--- src/hdl/alle_pkg.sv ---
// Package of the linked list engine: sizes, codes, transfer types and helpers.
package alle_pkg;

  localparam int NODES  = 16;
  localparam int IDX_W  = $clog2(NODES);
  localparam int LINK_W = IDX_W + 1;
  localparam logic [LINK_W-1:0] LINK_NIL = LINK_W'(NODES);

  typedef enum logic [1:0] {
    CMD_INSERT   = 2'd0,
    CMD_DELETE   = 2'd1,
    CMD_TRAVERSE = 2'd2
  } cmd_e;

  typedef enum logic [1:0] {
    ST_OK      = 2'd0,
    ST_FULL    = 2'd1,
    ST_EMPTY   = 2'd2,
    ST_NO_SUCC = 2'd3
  } status_e;

  typedef struct packed {
    logic [1:0]         command;
    logic               at_head;
    logic [3:0]         pred_index;
    logic signed [31:0] student_id;
    logic [31:0]        grade_bits;
  } cmd_t;

  typedef struct packed {
    logic [1:0]         status;
    logic [3:0]         node_index;
    logic signed [31:0] out_student_id;
    logic [31:0]        out_grade_bits;
    logic [3:0]         next_index;
    logic               next_is_end;
    logic               last;
  } res_t;

  // A link at or above the pool size is treated as the end of a list.
  function automatic logic link_is_nil(logic [LINK_W-1:0] link);
    return link >= LINK_NIL;
  endfunction

  function automatic logic [LINK_W-1:0] link_clean(logic [LINK_W-1:0] link);
    return link_is_nil(link) ? LINK_NIL : link;
  endfunction

  // Low four bits of a node index, as the result fields carry it.
  function automatic logic [3:0] idx_to_field(logic [IDX_W-1:0] idx);
    logic [IDX_W+3:0] wide;
    wide = {4'b0000, idx};
    return wide[3:0];
  endfunction

  // Predecessor field reduced modulo the pool size by repeated subtraction.
  function automatic logic [IDX_W-1:0] pred_wrap(logic [3:0] pred);
    logic [7:0] v;
    v = {4'b0000, pred};
    for (int i = 0; i < 8; i++) begin
      if (v >= 8'(NODES)) begin
        v = v - 8'(NODES);
      end
    end
    return v[IDX_W-1:0];
  endfunction

endpackage

--- src/hdl/array_linked_list_engine.sv ---
// Linked list engine: node pool with a list and a free list on one link memory.
// A command is taken when start is high and busy is low. Results appear on
// res_o for one cycle with res_valid_o high and cannot be held off. Insert
// reads the free node's link and links the node in at the head, or reads the
// predecessor's link and then writes the node's and the predecessor's links.
// Delete reads the head's link, or the predecessor's and the successor's,
// relinks the list and puts the removed node on the free list. A full pool or
// an empty list is answered from the idle state, a missing successor once the
// predecessor's link is read. Traverse gives one result per list node (at
// most NODES), back to back after the first read. The link memory does one
// read and one write per cycle with registered read data. The last result of
// a command is shown while busy is low, so the next command can be started
// there. Link entries that were never written read as their reset chain
// through per-entry valid bits; no clearing pass runs after reset.
module array_linked_list_engine (
  input  logic             clk_i,
  input  logic             rst_ni,
  input  logic             start,
  output logic             busy,
  input  alle_pkg::cmd_t   cmd_i,
  output logic             res_valid_o,
  output alle_pkg::res_t   res_o
);

  typedef enum logic [3:0] {
    S_IDLE,
    S_INS_A,
    S_INS_B,
    S_INS_C,
    S_DEL_H,
    S_DEL_P1,
    S_DEL_P2,
    S_DEL_P3,
    S_TRV
  } state_e;

  state_e state_q, state_d;

  logic [alle_pkg::LINK_W-1:0] list_head_q, list_head_d;
  logic [alle_pkg::LINK_W-1:0] free_head_q, free_head_d;
  logic [alle_pkg::IDX_W-1:0]  cur_q, cur_d;
  logic [alle_pkg::IDX_W-1:0]  pred_q, pred_d;
  logic [alle_pkg::IDX_W-1:0]  k_q, k_d;
  logic                        at_head_q, at_head_d;
  logic                        res_valid_q, res_valid_d;
  alle_pkg::res_t              res_q, res_d;

  // Link memory with valid bits that stand in for the reset chain.
  logic [alle_pkg::LINK_W-1:0] link_mem [alle_pkg::NODES];
  logic [alle_pkg::NODES-1:0]  link_vld_q;
  logic [alle_pkg::LINK_W-1:0] link_rd_q;
  logic [alle_pkg::IDX_W-1:0]  link_raddr;
  logic                        link_we;
  logic [alle_pkg::IDX_W-1:0]  link_waddr;
  logic [alle_pkg::LINK_W-1:0] link_wdata;

  // Payload memories.
  logic signed [31:0]          sid_mem [alle_pkg::NODES];
  logic [31:0]                 grd_mem [alle_pkg::NODES];
  logic signed [31:0]          sid_rd_q;
  logic [31:0]                 grd_rd_q;
  logic [alle_pkg::IDX_W-1:0]  pay_raddr;
  logic                        pay_we;

  logic [alle_pkg::LINK_W-1:0] rd_link;
  logic [alle_pkg::IDX_W-1:0]  rd_idx;
  logic                        rd_nil;
  logic [alle_pkg::IDX_W-1:0]  list_idx;
  logic [alle_pkg::IDX_W-1:0]  free_idx;
  logic                        trv_fin;

  assign rd_link  = alle_pkg::link_clean(link_rd_q);
  assign rd_idx   = link_rd_q[alle_pkg::IDX_W-1:0];
  assign rd_nil   = alle_pkg::link_is_nil(link_rd_q);
  assign list_idx = list_head_q[alle_pkg::IDX_W-1:0];
  assign free_idx = free_head_q[alle_pkg::IDX_W-1:0];
  assign trv_fin  = rd_nil || (k_q == alle_pkg::IDX_W'(alle_pkg::NODES - 1));

  always_comb begin
    state_d     = state_q;
    list_head_d = list_head_q;
    free_head_d = free_head_q;
    cur_d       = cur_q;
    pred_d      = pred_q;
    k_d         = k_q;
    at_head_d   = at_head_q;
    res_valid_d = 1'b0;
    res_d       = '0;
    link_raddr  = cur_q;
    link_we     = 1'b0;
    link_waddr  = cur_q;
    link_wdata  = list_head_q;
    pay_raddr   = cur_q;
    pay_we      = 1'b0;

    unique case (state_q)
      S_IDLE: begin
        if (start) begin
          at_head_d = cmd_i.at_head;
          pred_d    = alle_pkg::pred_wrap(cmd_i.pred_index);
          unique case (cmd_i.command)
            alle_pkg::CMD_INSERT: begin
              if (alle_pkg::link_is_nil(free_head_q)) begin
                res_valid_d = 1'b1;
                res_d.status = alle_pkg::ST_FULL;
                res_d.last   = 1'b1;
              end else begin
                cur_d      = free_idx;
                link_raddr = free_idx;
                pay_we     = 1'b1;
                state_d    = S_INS_A;
              end
            end
            alle_pkg::CMD_DELETE: begin
              if (alle_pkg::link_is_nil(list_head_q)) begin
                res_valid_d = 1'b1;
                res_d.status = alle_pkg::ST_EMPTY;
                res_d.last   = 1'b1;
              end else if (cmd_i.at_head) begin
                cur_d      = list_idx;
                link_raddr = list_idx;
                state_d    = S_DEL_H;
              end else begin
                link_raddr = pred_d;
                state_d    = S_DEL_P1;
              end
            end
            alle_pkg::CMD_TRAVERSE: begin
              if (alle_pkg::link_is_nil(list_head_q)) begin
                res_valid_d = 1'b1;
                res_d.status = alle_pkg::ST_EMPTY;
                res_d.last   = 1'b1;
              end else begin
                cur_d      = list_idx;
                k_d        = '0;
                link_raddr = list_idx;
                pay_raddr  = list_idx;
                state_d    = S_TRV;
              end
            end
            default: begin
              // The unused code is taken and dropped without a result.
            end
          endcase
        end
      end

      S_INS_A: begin
        free_head_d = rd_link;
        if (at_head_q) begin
          link_we     = 1'b1;
          link_waddr  = cur_q;
          link_wdata  = list_head_q;
          list_head_d = {1'b0, cur_q};
          res_valid_d = 1'b1;
          res_d.status     = alle_pkg::ST_OK;
          res_d.node_index = alle_pkg::idx_to_field(cur_q);
          res_d.last       = 1'b1;
          state_d     = S_IDLE;
        end else begin
          link_raddr = pred_q;
          state_d    = S_INS_B;
        end
      end

      S_INS_B: begin
        link_we    = 1'b1;
        link_waddr = cur_q;
        link_wdata = rd_link;
        state_d    = S_INS_C;
      end

      S_INS_C: begin
        link_we     = 1'b1;
        link_waddr  = pred_q;
        link_wdata  = {1'b0, cur_q};
        res_valid_d = 1'b1;
        res_d.status     = alle_pkg::ST_OK;
        res_d.node_index = alle_pkg::idx_to_field(cur_q);
        res_d.last       = 1'b1;
        state_d     = S_IDLE;
      end

      S_DEL_H: begin
        list_head_d = rd_link;
        link_we     = 1'b1;
        link_waddr  = cur_q;
        link_wdata  = free_head_q;
        free_head_d = {1'b0, cur_q};
        res_valid_d = 1'b1;
        res_d.status     = alle_pkg::ST_OK;
        res_d.node_index = alle_pkg::idx_to_field(cur_q);
        res_d.last       = 1'b1;
        state_d     = S_IDLE;
      end

      S_DEL_P1: begin
        if (rd_nil) begin
          res_valid_d = 1'b1;
          res_d.status = alle_pkg::ST_NO_SUCC;
          res_d.last   = 1'b1;
          state_d      = S_IDLE;
        end else begin
          cur_d      = rd_idx;
          link_raddr = rd_idx;
          state_d    = S_DEL_P2;
        end
      end

      S_DEL_P2: begin
        link_we    = 1'b1;
        link_waddr = pred_q;
        link_wdata = rd_link;
        state_d    = S_DEL_P3;
      end

      S_DEL_P3: begin
        link_we     = 1'b1;
        link_waddr  = cur_q;
        link_wdata  = free_head_q;
        free_head_d = {1'b0, cur_q};
        res_valid_d = 1'b1;
        res_d.status     = alle_pkg::ST_OK;
        res_d.node_index = alle_pkg::idx_to_field(cur_q);
        res_d.last       = 1'b1;
        state_d     = S_IDLE;
      end

      S_TRV: begin
        res_valid_d = 1'b1;
        res_d.status         = alle_pkg::ST_OK;
        res_d.node_index     = alle_pkg::idx_to_field(cur_q);
        res_d.out_student_id = sid_rd_q;
        res_d.out_grade_bits = grd_rd_q;
        res_d.next_index     = rd_nil ? 4'd0 : alle_pkg::idx_to_field(rd_idx);
        res_d.next_is_end    = rd_nil;
        res_d.last           = trv_fin;
        if (trv_fin) begin
          state_d = S_IDLE;
        end else begin
          cur_d      = rd_idx;
          k_d        = k_q + alle_pkg::IDX_W'(1);
          link_raddr = rd_idx;
          pay_raddr  = rd_idx;
        end
      end

      default: begin
        state_d = S_IDLE;
      end
    endcase
  end

  always_ff @(posedge clk_i or negedge rst_ni) begin
    if (!rst_ni) begin
      state_q     <= S_IDLE;
      list_head_q <= alle_pkg::LINK_NIL;
      free_head_q <= '0;
      res_valid_q <= 1'b0;
      res_q       <= '0;
      cur_q       <= '0;
      pred_q      <= '0;
      k_q         <= '0;
      at_head_q   <= 1'b0;
    end else begin
      state_q     <= state_d;
      list_head_q <= list_head_d;
      free_head_q <= free_head_d;
      res_valid_q <= res_valid_d;
      res_q       <= res_d;
      cur_q       <= cur_d;
      pred_q      <= pred_d;
      k_q         <= k_d;
      at_head_q   <= at_head_d;
    end
  end

  always_ff @(posedge clk_i or negedge rst_ni) begin
    if (!rst_ni) begin
      link_vld_q <= '0;
    end else if (link_we) begin
      link_vld_q[link_waddr] <= 1'b1;
    end
  end

  // An entry that was never written reads as a link to the next node.
  always_ff @(posedge clk_i) begin
    if (link_we) begin
      link_mem[link_waddr] <= link_wdata;
    end
    link_rd_q <= link_vld_q[link_raddr] ? link_mem[link_raddr]
                                        : {1'b0, link_raddr} + alle_pkg::LINK_W'(1);
  end

  always_ff @(posedge clk_i) begin
    if (pay_we) begin
      sid_mem[free_idx] <= cmd_i.student_id;
      grd_mem[free_idx] <= cmd_i.grade_bits;
    end
    sid_rd_q <= sid_mem[pay_raddr];
    grd_rd_q <= grd_mem[pay_raddr];
  end

  assign busy        = (state_q != S_IDLE);
  assign res_valid_o = res_valid_q;
  assign res_o       = res_q;

endmodule

--- config.mk ---
export PLATFORM = sky130hd
export DESIGN_NAME = array_linked_list_engine
export DESIGN_NICKNAME = d
export VERILOG_FILES = /design/src/hdl/alle_pkg.sv /design/src/hdl/array_linked_list_engine.sv
export SDC_FILE = /design/constraint.sdc
export NUM_CORES = 1
export LEC_CHECK = 0
export BUFFER_PORTS_ARGS = -buffer_cell sky130_fd_sc_hd__buf_4
export CORE_ASPECT_RATIO = 1.4
export CORE_MARGIN = 8
export CORE_UTILIZATION = 40
export CTS_CLUSTER_DIAMETER = 150
export DETAILED_ROUTE_END_ITERATION = 10
export GPL_TIMING_DRIVEN = 0
export PLACE_DENSITY = 0.65
export SLEW_MARGIN = 20
export SYNTH_ARGS = -nofsm -noshare
export SYNTH_HDL_FRONTEND = slang
export SYNTH_SLANG_ARGS = --single-unit
--- constraint.sdc ---
create_clock -name clk_i -period 8.6 [get_ports clk_i]
set_input_delay 0.43 -clock clk_i [delete_from_list [all_inputs] [get_ports clk_i]]
set_output_delay 0.43 -clock clk_i [all_outputs]
set_load 0.01 [all_outputs]
; Yosys cells after proc, flatten, opt, wreduce, memory -nomap -nowiden
; Memory sizes are Yosys's and may differ from the RTL's. A register that Yosys moved wholly into a read port is not among the register bits.
; Index checks and enable logic that the tools add are counted.
[word_totals]
reg_bits = 125
ramBits = 1104
input_bits = 74
output_inout_bits = 78
elab_cells = 143
n_memories = 3
[op_classes]
n_addsub = 2
magnitude_cmp = 6
eq_ne = 22
muxes = 71
bitwise = 1
n_reduce_logical = 21
[memory_table]
columns = name, words, word_bits, read_ports, rd_ports_with_merged_regs, wr, line
row1 = grd_mem, 16, 32, 1, 1, 1, array_linked_list_engine.sv:59  ; logic [31:0] grd_mem [alle_pkg::NODES];
row2 = sid_mem, 16, 32, 1, 1, 1, array_linked_list_engine.sv:58  ; logic signed [31:0] sid_mem [alle_pkg::NODES];
row3 = link_mem, 16, 5, 1, 0, 1, array_linked_list_engine.sv:49  ; logic [alle_pkg::LINK_W-1:0] link_mem [alle_pkg::NODES];
[op_table]
columns = cell, n
row1 = $mux W4, 25
row2 = $mux W69, 1
row3 = $pmux W4 S3, 4
row4 = $pmux W4 S2, 3
row5 = $pmux W4 S6, 1
row6 = $pmux W5 S2, 2
row7 = $mux W1, 17
row8 = $eq A4 B3 Y1 const B, 4
row9 = $or A16 B16 Y16, 1
row10 = $pmux W4 S4, 1
row11 = $ge A5 B5 Y1 const B, 3
row12 = $mux W5, 3
row13 = $pmux W5 S3, 1
row14 = $ne A3 B3 Y1 const B, 4
row15 = $lt A4 B5 Y1 const B, 2
row16 = $ne A2 B2 Y1 const B, 5
row17 = $reduce_and A5 Y1, 2
row18 = $eq A4 B2 Y1 const B, 2
row19 = $eq A4 B4 Y1 const B, 2
row20 = $mux W2, 4
row21 = $reduce_or A2 Y1, 4
row22 = $pmux W2 S3, 1
row23 = $reduce_and A6 Y1, 1
row24 = $reduce_bool A2 Y1, 3
row25 = other kinds (25), 27

; Logic depth before layout (Yosys ltp)
; Gate-level depths: netlist (run 1).
[depth]
depth_word = 8
ltp_mapped = 14
mapped_depth_nobuf = 11

; Worst setup path after synthesis (run 1)
; Ideal clock, no wire load.
[synth_timing]
kind = flip-flop to flip-flop
from = register state_q[0]
to = memory grd_mem[0][0], enable pin
setup_ps = 565
t_arrival_ps = 6402
t_required_ps = 8035
path_slack_ps = 1633
stages_incl_launch_ff = 7
path_buffers = 1
period_less_slack_ps = 6967
path_cell_list = dfrtp_1 -> buf_2 -> nor4_4 -> nand2_1 -> nor3b_1 -> or3b_2 -> nor3_1
[synth_via]
elab_chain_len = 4
[synth_rtl]
columns = element, line
row1 = from (decl), array_linked_list_engine.sv:37  ; state_e state_q, state_d;
row2 = from (signal assigned), array_linked_list_engine.sv:266  ; state_q <= state_d;
row3 = $logic_not A4 Y1, array_linked_list_engine.sv:96  ; unique case (state_q)
row4 = $mux W1, array_linked_list_engine.sv:96
row5 = $mux W1, array_linked_list_engine.sv:296  ; if (pay_we) begin
row6 = $mux W1 (not written as such), array_linked_list_engine.sv:298  ; grd_mem[free_idx] <= cmd_i.grade_bits;
row7 = to (decl), array_linked_list_engine.sv:59
; No other way between the ends.

; Worst setup path in the final report (run 1)
[layout_timing]
from = register state_q[0]
to = memory sid_mem[12][26], enable pin
[layout_via]
elab_chain_len = 4
[layout_rtl]
columns = element, line
row1 = $logic_not A4 Y1, array_linked_list_engine.sv:96
row2 = $mux W1, array_linked_list_engine.sv:96
row3 = $mux W1, array_linked_list_engine.sv:296
row4 = $mux W1 (not written as such), array_linked_list_engine.sv:297  ; sid_mem[free_idx] <= cmd_i.student_id;
row5 = to (decl), array_linked_list_engine.sv:58
; No other way between the ends.

==> impl_metrics.env, run 1 <==
export IMPL_synth_nets=3103
export IMPL_min_period_ps=4660
export IMPL_multi_input_area_sq_mm=0.0134
export IMPL_globalplace_congestion=0.906
export IMPL_fin_skew_ps=54.2
export IMPL_hold_class="in2async"
export IMPL_rsz0062_at_grt="false"
export IMPL_grt_max_degree=88
export IMPL_synthTopCellsByArea="edfxtp_1 (64%), mux2i_1 (19%), dfrtp_1 (5.8%)"
export IMPL_dp_cells=4914
export IMPL_arrival_ps=5100
export IMPL_dr_pass1_iters=6
export IMPL_stdcell_count=5206
export IMPL_dieHeight_um=441
export IMPL_worst_slew_pin_transition_ps=1150
export IMPL_dieArea_sq_mm=0.141
export IMPL_grt_overflow=0
export IMPL_ir_drop_v=0.000240
export IMPL_postPlaceCellArea_sq_mm=0.0563
export IMPL_syn_area_sq_mm=0.0517
export IMPL_required_ps=9040
export IMPL_synth_common_cells="edfxtp_1 (1104), mux2i_1 (973), dfrtp_1 (119), nand2_1 (119), buf_2 (88)"
export IMPL_ys_ff_latch=1293
export IMPL_htree_levels=3
export IMPL_ys_seq_area_frac=0.727
export IMPL_numClockSinks=1293
export IMPL_grt_pass1_wl_um=181000
export IMPL_finalCritPeriodShare=0.542
export IMPL_reg2reg_depth=10
export IMPL_yosysTopAreaCellShare=0.642
export IMPL_worst_setup_path_end_kind="flip-flop"
export IMPL_coreArea_sq_mm=0.129
export IMPL_n_fill_cell=10700
export IMPL_max_cap_violations=0
export IMPL_status="complete, no violations"
export IMPL_cts_tree="done"
export IMPL_avgRoutedWirePerCell_um=23.9
export IMPL_cts_repair_resized=0
export IMPL_avgSynthCellArea_sq_um=17.1
export IMPL_area_growth_pct=18.1
export IMPL_path_max_fanout=9
export IMPL_synthArstFlopShare=0.0928
export IMPL_portBuffers=150
export IMPL_antenna_found_initial=11
export IMPL_vias=27400
export IMPL_ant_nets=0
export IMPL_rows=156
export IMPL_power_density_mw_per_mm2=356
export IMPL_max_slew_margin=0.235
export IMPL_setup_viol=0
export IMPL_hold_viol_final=0
export IMPL_first_iter_violations=2131
export IMPL_synthCells=3022
export IMPL_route_detailed_drc=0
export IMPL_maxSlewViolCount=0
export IMPL_fin_area_sq_mm=0.0610
export IMPL_cts_buffer_depth=3
export IMPL_initial_utilization=0.402
export IMPL_synthFlopType="edfxtp_1"
export IMPL_ff_latch_area_sq_mm=0.0375
export IMPL_grt_pass1_vias=27800
export IMPL_drt_total_wl_um=124000
export IMPL_dp_hpwl_um=84500
export IMPL_root_buffer="clkbuf_16"
export IMPL_yosysUniqueCellTypes=74
export IMPL_power_total_mw=21.7
export IMPL_yosys_warnings=0
export IMPL_clk_latency_ps=740
export IMPL_synth_most_common_cell="edfxtp_1"
export IMPL_grt_use_total=0.172
export IMPL_cts_buffers=115
export IMPL_ioPinCount=152
export IMPL_critPathKind="reg2reg"
export IMPL_layout_drive_gt1_share=0.166
export IMPL_nNetsFinal=3523
export IMPL_via_per_inst=5.25
export IMPL_critPathLaunchType="flip-flop"
export IMPL_max_freq_mhz=215
export IMPL_holdWs_ps=156
export IMPL_power_leakage_nw=22.3
export IMPL_yosysTopAreaCell="edfxtp_1"
export IMPL_dieWidth_um=320
export IMPL_synth_edf_count=1104
export IMPL_clk_pin_slew_worst_paths_ps=70
==> power breakdown <==
| part | switching, mW | internal (mW) |
|---|---|---|
| logic | 5.33 | 3.52 |
| clock network | 2.30 | 3.04 |
| registers | 0.184 | 7.37 |
==> registers in the layout (all words and copies together) (netlist names) <==
register and cells:
grd_mem 512, sid_mem 512, link_mem 80, res_o 76, grd_rd_q 32, sid_rd_q 32, link_vld_q 16, free_head_q 5
link_rd_q 5, list_head_q 5, cur_q 4, k_q 4, pred_q 4, state_q 4, at_head_q 1, res_valid_o 1
==> worst paths after layout <==
path,from,end,slack [ps]
max in group asynchronous,rst_ni,res_o[33],7600
min,rst_ni,res_o[49],160
max,state_q[0],sid_mem[12][26],3940
max reg2reg,state_q[0],sid_mem[12][26],3940
min in group clk_i,start,res_o[74],220
min reg2reg,grd_rd_q[16],res_o[22],430
==> cell type report <==
| type | count | share of cell area |
|---|---|---|
| Antenna cell | 3 | 0.000123 |
| Timing Repair Buffer | 303 | 0.0521 |
| Sequential cell | 1293 | 0.615 |
| Buffer | 161 | 0.0124 |
| Clock buffer | 165 | 0.0558 |
| Multi-Input combinational cell | 1552 | 0.220 |
| Clock inverter | 54 | 0.00963 |
| Tap cell | 1659 | 0.0340 |
| Inverter | 16 | 0.00100 |
==> timing repair <==
action | 4_1_cts | 5_1_grt
buffers inserted | 0 | 0
hold endpoints to repair | 1048 | 0
hold buffers | 69 | 0
==> routing by layer <==
metal	routed length [um]	up-vias	GRT usage
met4	3740	10	0.0620
met1	49800	13900	0.208
met2	64000	762	0.309
li1	-	12500	-
met3	6710	223	0.0282
met5	59	-	0
==> logic make-up (layout without fill, tap and decap cells) <==
logic type                 count (synthesis)  count (layout)  synth area share
DFF                                     1293            1293             0.727
muxes                                    993             993             0.193
and+or+nand+nor                          382             382            0.0382
buffers and inverters                    177             699            0.0158
AOI/OAI and AO/OA                        167             167            0.0242
adders and majority gates                  7               7           0.00170
xor gates and xnor gates                   3               3          0.000509
other                                      0               3                 0
==> layout by cell type, fill, tap and decap left out, types with 23 or more instances in the layout <==
cell and instances:
edfxtp_1 1104, mux2i_1 973, buf_4 182, clkbuf_16 122
nand2_1 119, dfrtp_1 119, buf_2 88, clkbuf_1 75
and2_1 71, dfxtp_1 69, dlygate4sd3_1 69, nand3_1 42
nor2_1 40, o21ai_0 35, a21oi_1 26, buf_12 23
==> worst max-delay path, cell delays in order, from the launching register on <==
cell and delay [ps]:
dfrtp_1 350, buf_2 190, nor4_4 610, nand2_1 370, nor3b_1 870, nand3_1 510, nor3_2 620, buf_6 250
buf_4 210, buf_4 210, buf_4 180
==> per-stage QoR <==
step	setup WS (ps)	TNS, ps	utilization
after global placement	-4250	-1180020	0.427
after detailed placement	3990	0	0.438
after CTS	3990	0	0.474
final	3940	0	0.475
after floorplan	1630	0	-
after global routing	3710	0	0.475
No activity file was read; power rests on OpenSTA's default activity.
==> run 2, diff against run 1 <==
==> constraint.sdc (replaced) <==
create_clock -name clk_i -period 4.45 [get_ports clk_i]
set_input_delay 0.2225 -clock clk_i [delete_from_list [all_inputs] [get_ports clk_i]]
set_output_delay 0.2225 -clock clk_i [all_outputs]
set_load 0.01 [all_outputs]
==> run 2 against run 1 <==
Effect of this change:
- non-clock buffer count decreased by 15
- sequential share of layout area is 0.31 points lower
- sequential cell count is the same
- total power grew 96%
- final cell count decreased by 0.19%
- first-iteration DRC count shrank 8.2%
- combinational power increased by 94%
- fmax up 9.2%
- critical path type unchanged
- wire length down 0.28%
- design area rose by 0.50%
- largest cell class unchanged
- die area unchanged
==> impl_metrics.env, run 2 (synthesized netlist as in run 1, its figures left out) <==
export IMPL_dp_slack_ps=-60.5
export IMPL_max_freq_mhz=234
export IMPL_max_stage_delay_ps=570
export IMPL_arrival_ps=4800
export IMPL_drt_total_wl_um=124000
export IMPL_met1_usage=0.212
export IMPL_antenna_found_initial=13
export IMPL_coreArea_sq_mm=0.129
export IMPL_postPlaceCellArea_sq_mm=0.0564
export IMPL_critPathLaunchType="flip-flop"
export IMPL_dieArea_sq_mm=0.141
export IMPL_p_clk_frac=0.256
export IMPL_route_detailed_drc=0
export IMPL_grt_pass1_wl_um=182000
export IMPL_grt_pass1_vias=27900
export IMPL_grt_use_total=0.171
export IMPL_first_iter_violations=1956
export IMPL_switchingPower_mw=15.1
export IMPL_htree_levels=3
export IMPL_required_ps=4980
export IMPL_pwr_share_seq=0.342
export IMPL_crit_buf_inv=6
export IMPL_area_growth_pct=18.7
export IMPL_p_comb_frac=0.402
export IMPL_cts_tree="done"
export IMPL_fin_area_sq_mm=0.0614
export IMPL_n_fill_cell=10700
export IMPL_path_max_fanout=10
export IMPL_met2_usage=0.309
export IMPL_switching_share=0.355
export IMPL_holdWs_ps=81.0
export IMPL_vias=27600
export IMPL_critical_path_cell_chain="buf_2, inv_1, and3_1, clkbuf_1, mux2i_1, o21ai_0, a22o_1, clkbuf_1, buf_2, buf_2, mux2i_1, mux2i_1, mux2i_1, mux2i_1"
export IMPL_dieHeight_um=441
export IMPL_reg2reg_depth=14
export IMPL_cts_buffers=117
export IMPL_grt_overflow=0
export IMPL_grt_busiest_layer="met2"
export IMPL_avgRoutedWirePerCell_um=23.9
export IMPL_root_buffer="clkbuf_16"
export IMPL_r2r_end="sid_rd_q[1]"
export IMPL_dr_pass1_iters=5
export IMPL_grt_max_degree=69
export IMPL_portBuffers=150
export IMPL_grt_use_met3=0.0253
export IMPL_rsz0062_at_grt="false"
export IMPL_ir_drop_v=0.000400
export IMPL_r2r_start="list_head_q[4]"
export IMPL_layout_drive_gt1_share=0.163
export IMPL_cpMostUsedCell="mux2i_1"
export IMPL_min_period_ps=4270
export IMPL_ant_nets=0
export IMPL_power_density_mw_per_mm2=696
export IMPL_initial_utilization=0.402
export IMPL_post_route_worst_setup_slack_ps=182
export IMPL_power_leakage_nw=22.4
export IMPL_postLayoutCoreUtil=0.477
export IMPL_clk_latency_ps=740
export IMPL_hold_viol_final=0
export IMPL_finalCritPeriodShare=0.959
export IMPL_final_common_cell="edfxtp_1"
export IMPL_ff2ff_setup_slack_ps=180
export IMPL_dp_hpwl_um=84300
export IMPL_final_cell_mix="edfxtp_1 (1104), mux2i_1 (973), buf_4 (150)"
export IMPL_globalplace_congestion=0.918
export IMPL_top_regs="grd_mem x512, sid_mem x512, link_mem x80"
export IMPL_worst_setup_path_end_kind="flip-flop"
export IMPL_status="complete, no violations"
export IMPL_crit_slowest_cell="buf_2"
export IMPL_nNetsFinal=3510
export IMPL_critPathKind="reg2reg"
export IMPL_cts_buffer_depth=3
export IMPL_setup_viol=0
export IMPL_dieWidth_um=320
export IMPL_clk_pin_slew_worst_paths_ps=70
export IMPL_cp_top_family="buffers and inverters"
export IMPL_fin_skew_ps=45.2
export IMPL_via_per_inst=5.31
export IMPL_max_cap_violations=0
export IMPL_worst_slew_pin_transition_ps=1090
export IMPL_hold_class="in2async"
export IMPL_numClockSinks=1293
export IMPL_intPower_mw=27.5
export IMPL_rows=156
export IMPL_maxSlewViolCount=0
export IMPL_ioPinCount=152
export IMPL_max_slew_margin=0.272
==> run 2: changes by cell type in the layout (fill, tap and decap cells not counted), moves of 3 or more <==
cell / delta
nor3_2: -4
inv_6: -4
nor3_4: +4
clkbuf_8: -11
buf_8: +21
buf_6: -5
bufinv_16: +15
clkbuf_2: +4
buf_12: -3
buf_4: -32
==> run 2: final cells by class <==
| class | instances | area (sq um) | share of cell area |
|---|---|---|---|
| antenna | 4 | 10.0 | 0.000163 |
| buffer | 161 | 766 | 0.0125 |
| clock buffer | 158 | 3230 | 0.0526 |
| clock inverter | 65 | 1000 | 0.0163 |
| inverter | 16 | 61.3 | 0.000999 |
| multi-input combinational | 1552 | 13500 | 0.219 |
| sequential | 1293 | 37500 | 0.612 |
| tap | 1659 | 2080 | 0.0338 |
| timing repair buffer | 288 | 3210 | 0.0524 |
==> run 2: power by group through the flow <==
stage / registers [mW] / logic (mW) / clock network (mW)
finish: 14.6 / 17.2 / 10.9
global placement: 14.8 / 17.0 / 0
global route: 14.7 / 18.3 / 11.6
detailed placement: 14.8 / 17.2 / 0
CTS: 14.6 / 17.3 / 11.1
floorplan: 14.8 / 11.7 / 0
==> run 2: worst register-to-register path: cells and delay by family (launching register included) <==
family                 cells  cell delay, ps
multiplexers               5             890
AND/OR/NAND/NOR            1             190
AO/OA/AOI/OAI              2             430
buffers and inverters      6            2080
flip-flops                 1             520
==> run 2: timing repair <==
action	in CTS	in global routing
resized for setup	1	11
hold endpoints to repair	1134	0
setup endpoints to repair	5	181
pin swaps	0	0
setup buffers	0	0
hold buffers	71	0
==> run 2: worst max path at each step <==
stage,end,start,depth (start not counted)
final,sid_rd_q[1],list_head_q[4],14
after global routing,grd_rd_q[31],list_head_q[4],14
after CTS,grd_rd_q[19],list_head_q[4],14
after detailed placement,grd_rd_q[31],list_head_q[4],14
after global placement,sid_mem[2][29],state_q[0],6
after floorplan,grd_mem[1][0],state_q[0],6
==> run 2: metrics by stage <==
| stage | power [mW] | setup TNS, ps | cells |
|---|---|---|---|
| 6_report | 42.7 | 0 | 5196 |
| 4_1_cts | 43.0 | 0 | 5192 |
| 2_1_floorplan | 26.5 | -185900 | 3022 |
| 3_5_place_dp | 32.0 | -151 | 4898 |
| 5_1_grt | 44.5 | 0 | 5193 |
| 3_3_place_gp | 31.8 | -2750150 | 4831 |
==> run 2: layer usage <==
| layer | share of wire | vias up |
|---|---|---|
| li1 | - | 12500 |
| met1 | 0.41 | 14100 |
| met2 | 0.51 | 785 |
| met3 | 0.051 | 187 |
| met4 | 0.025 | 8 |
| met5 | 0.00042 | - |
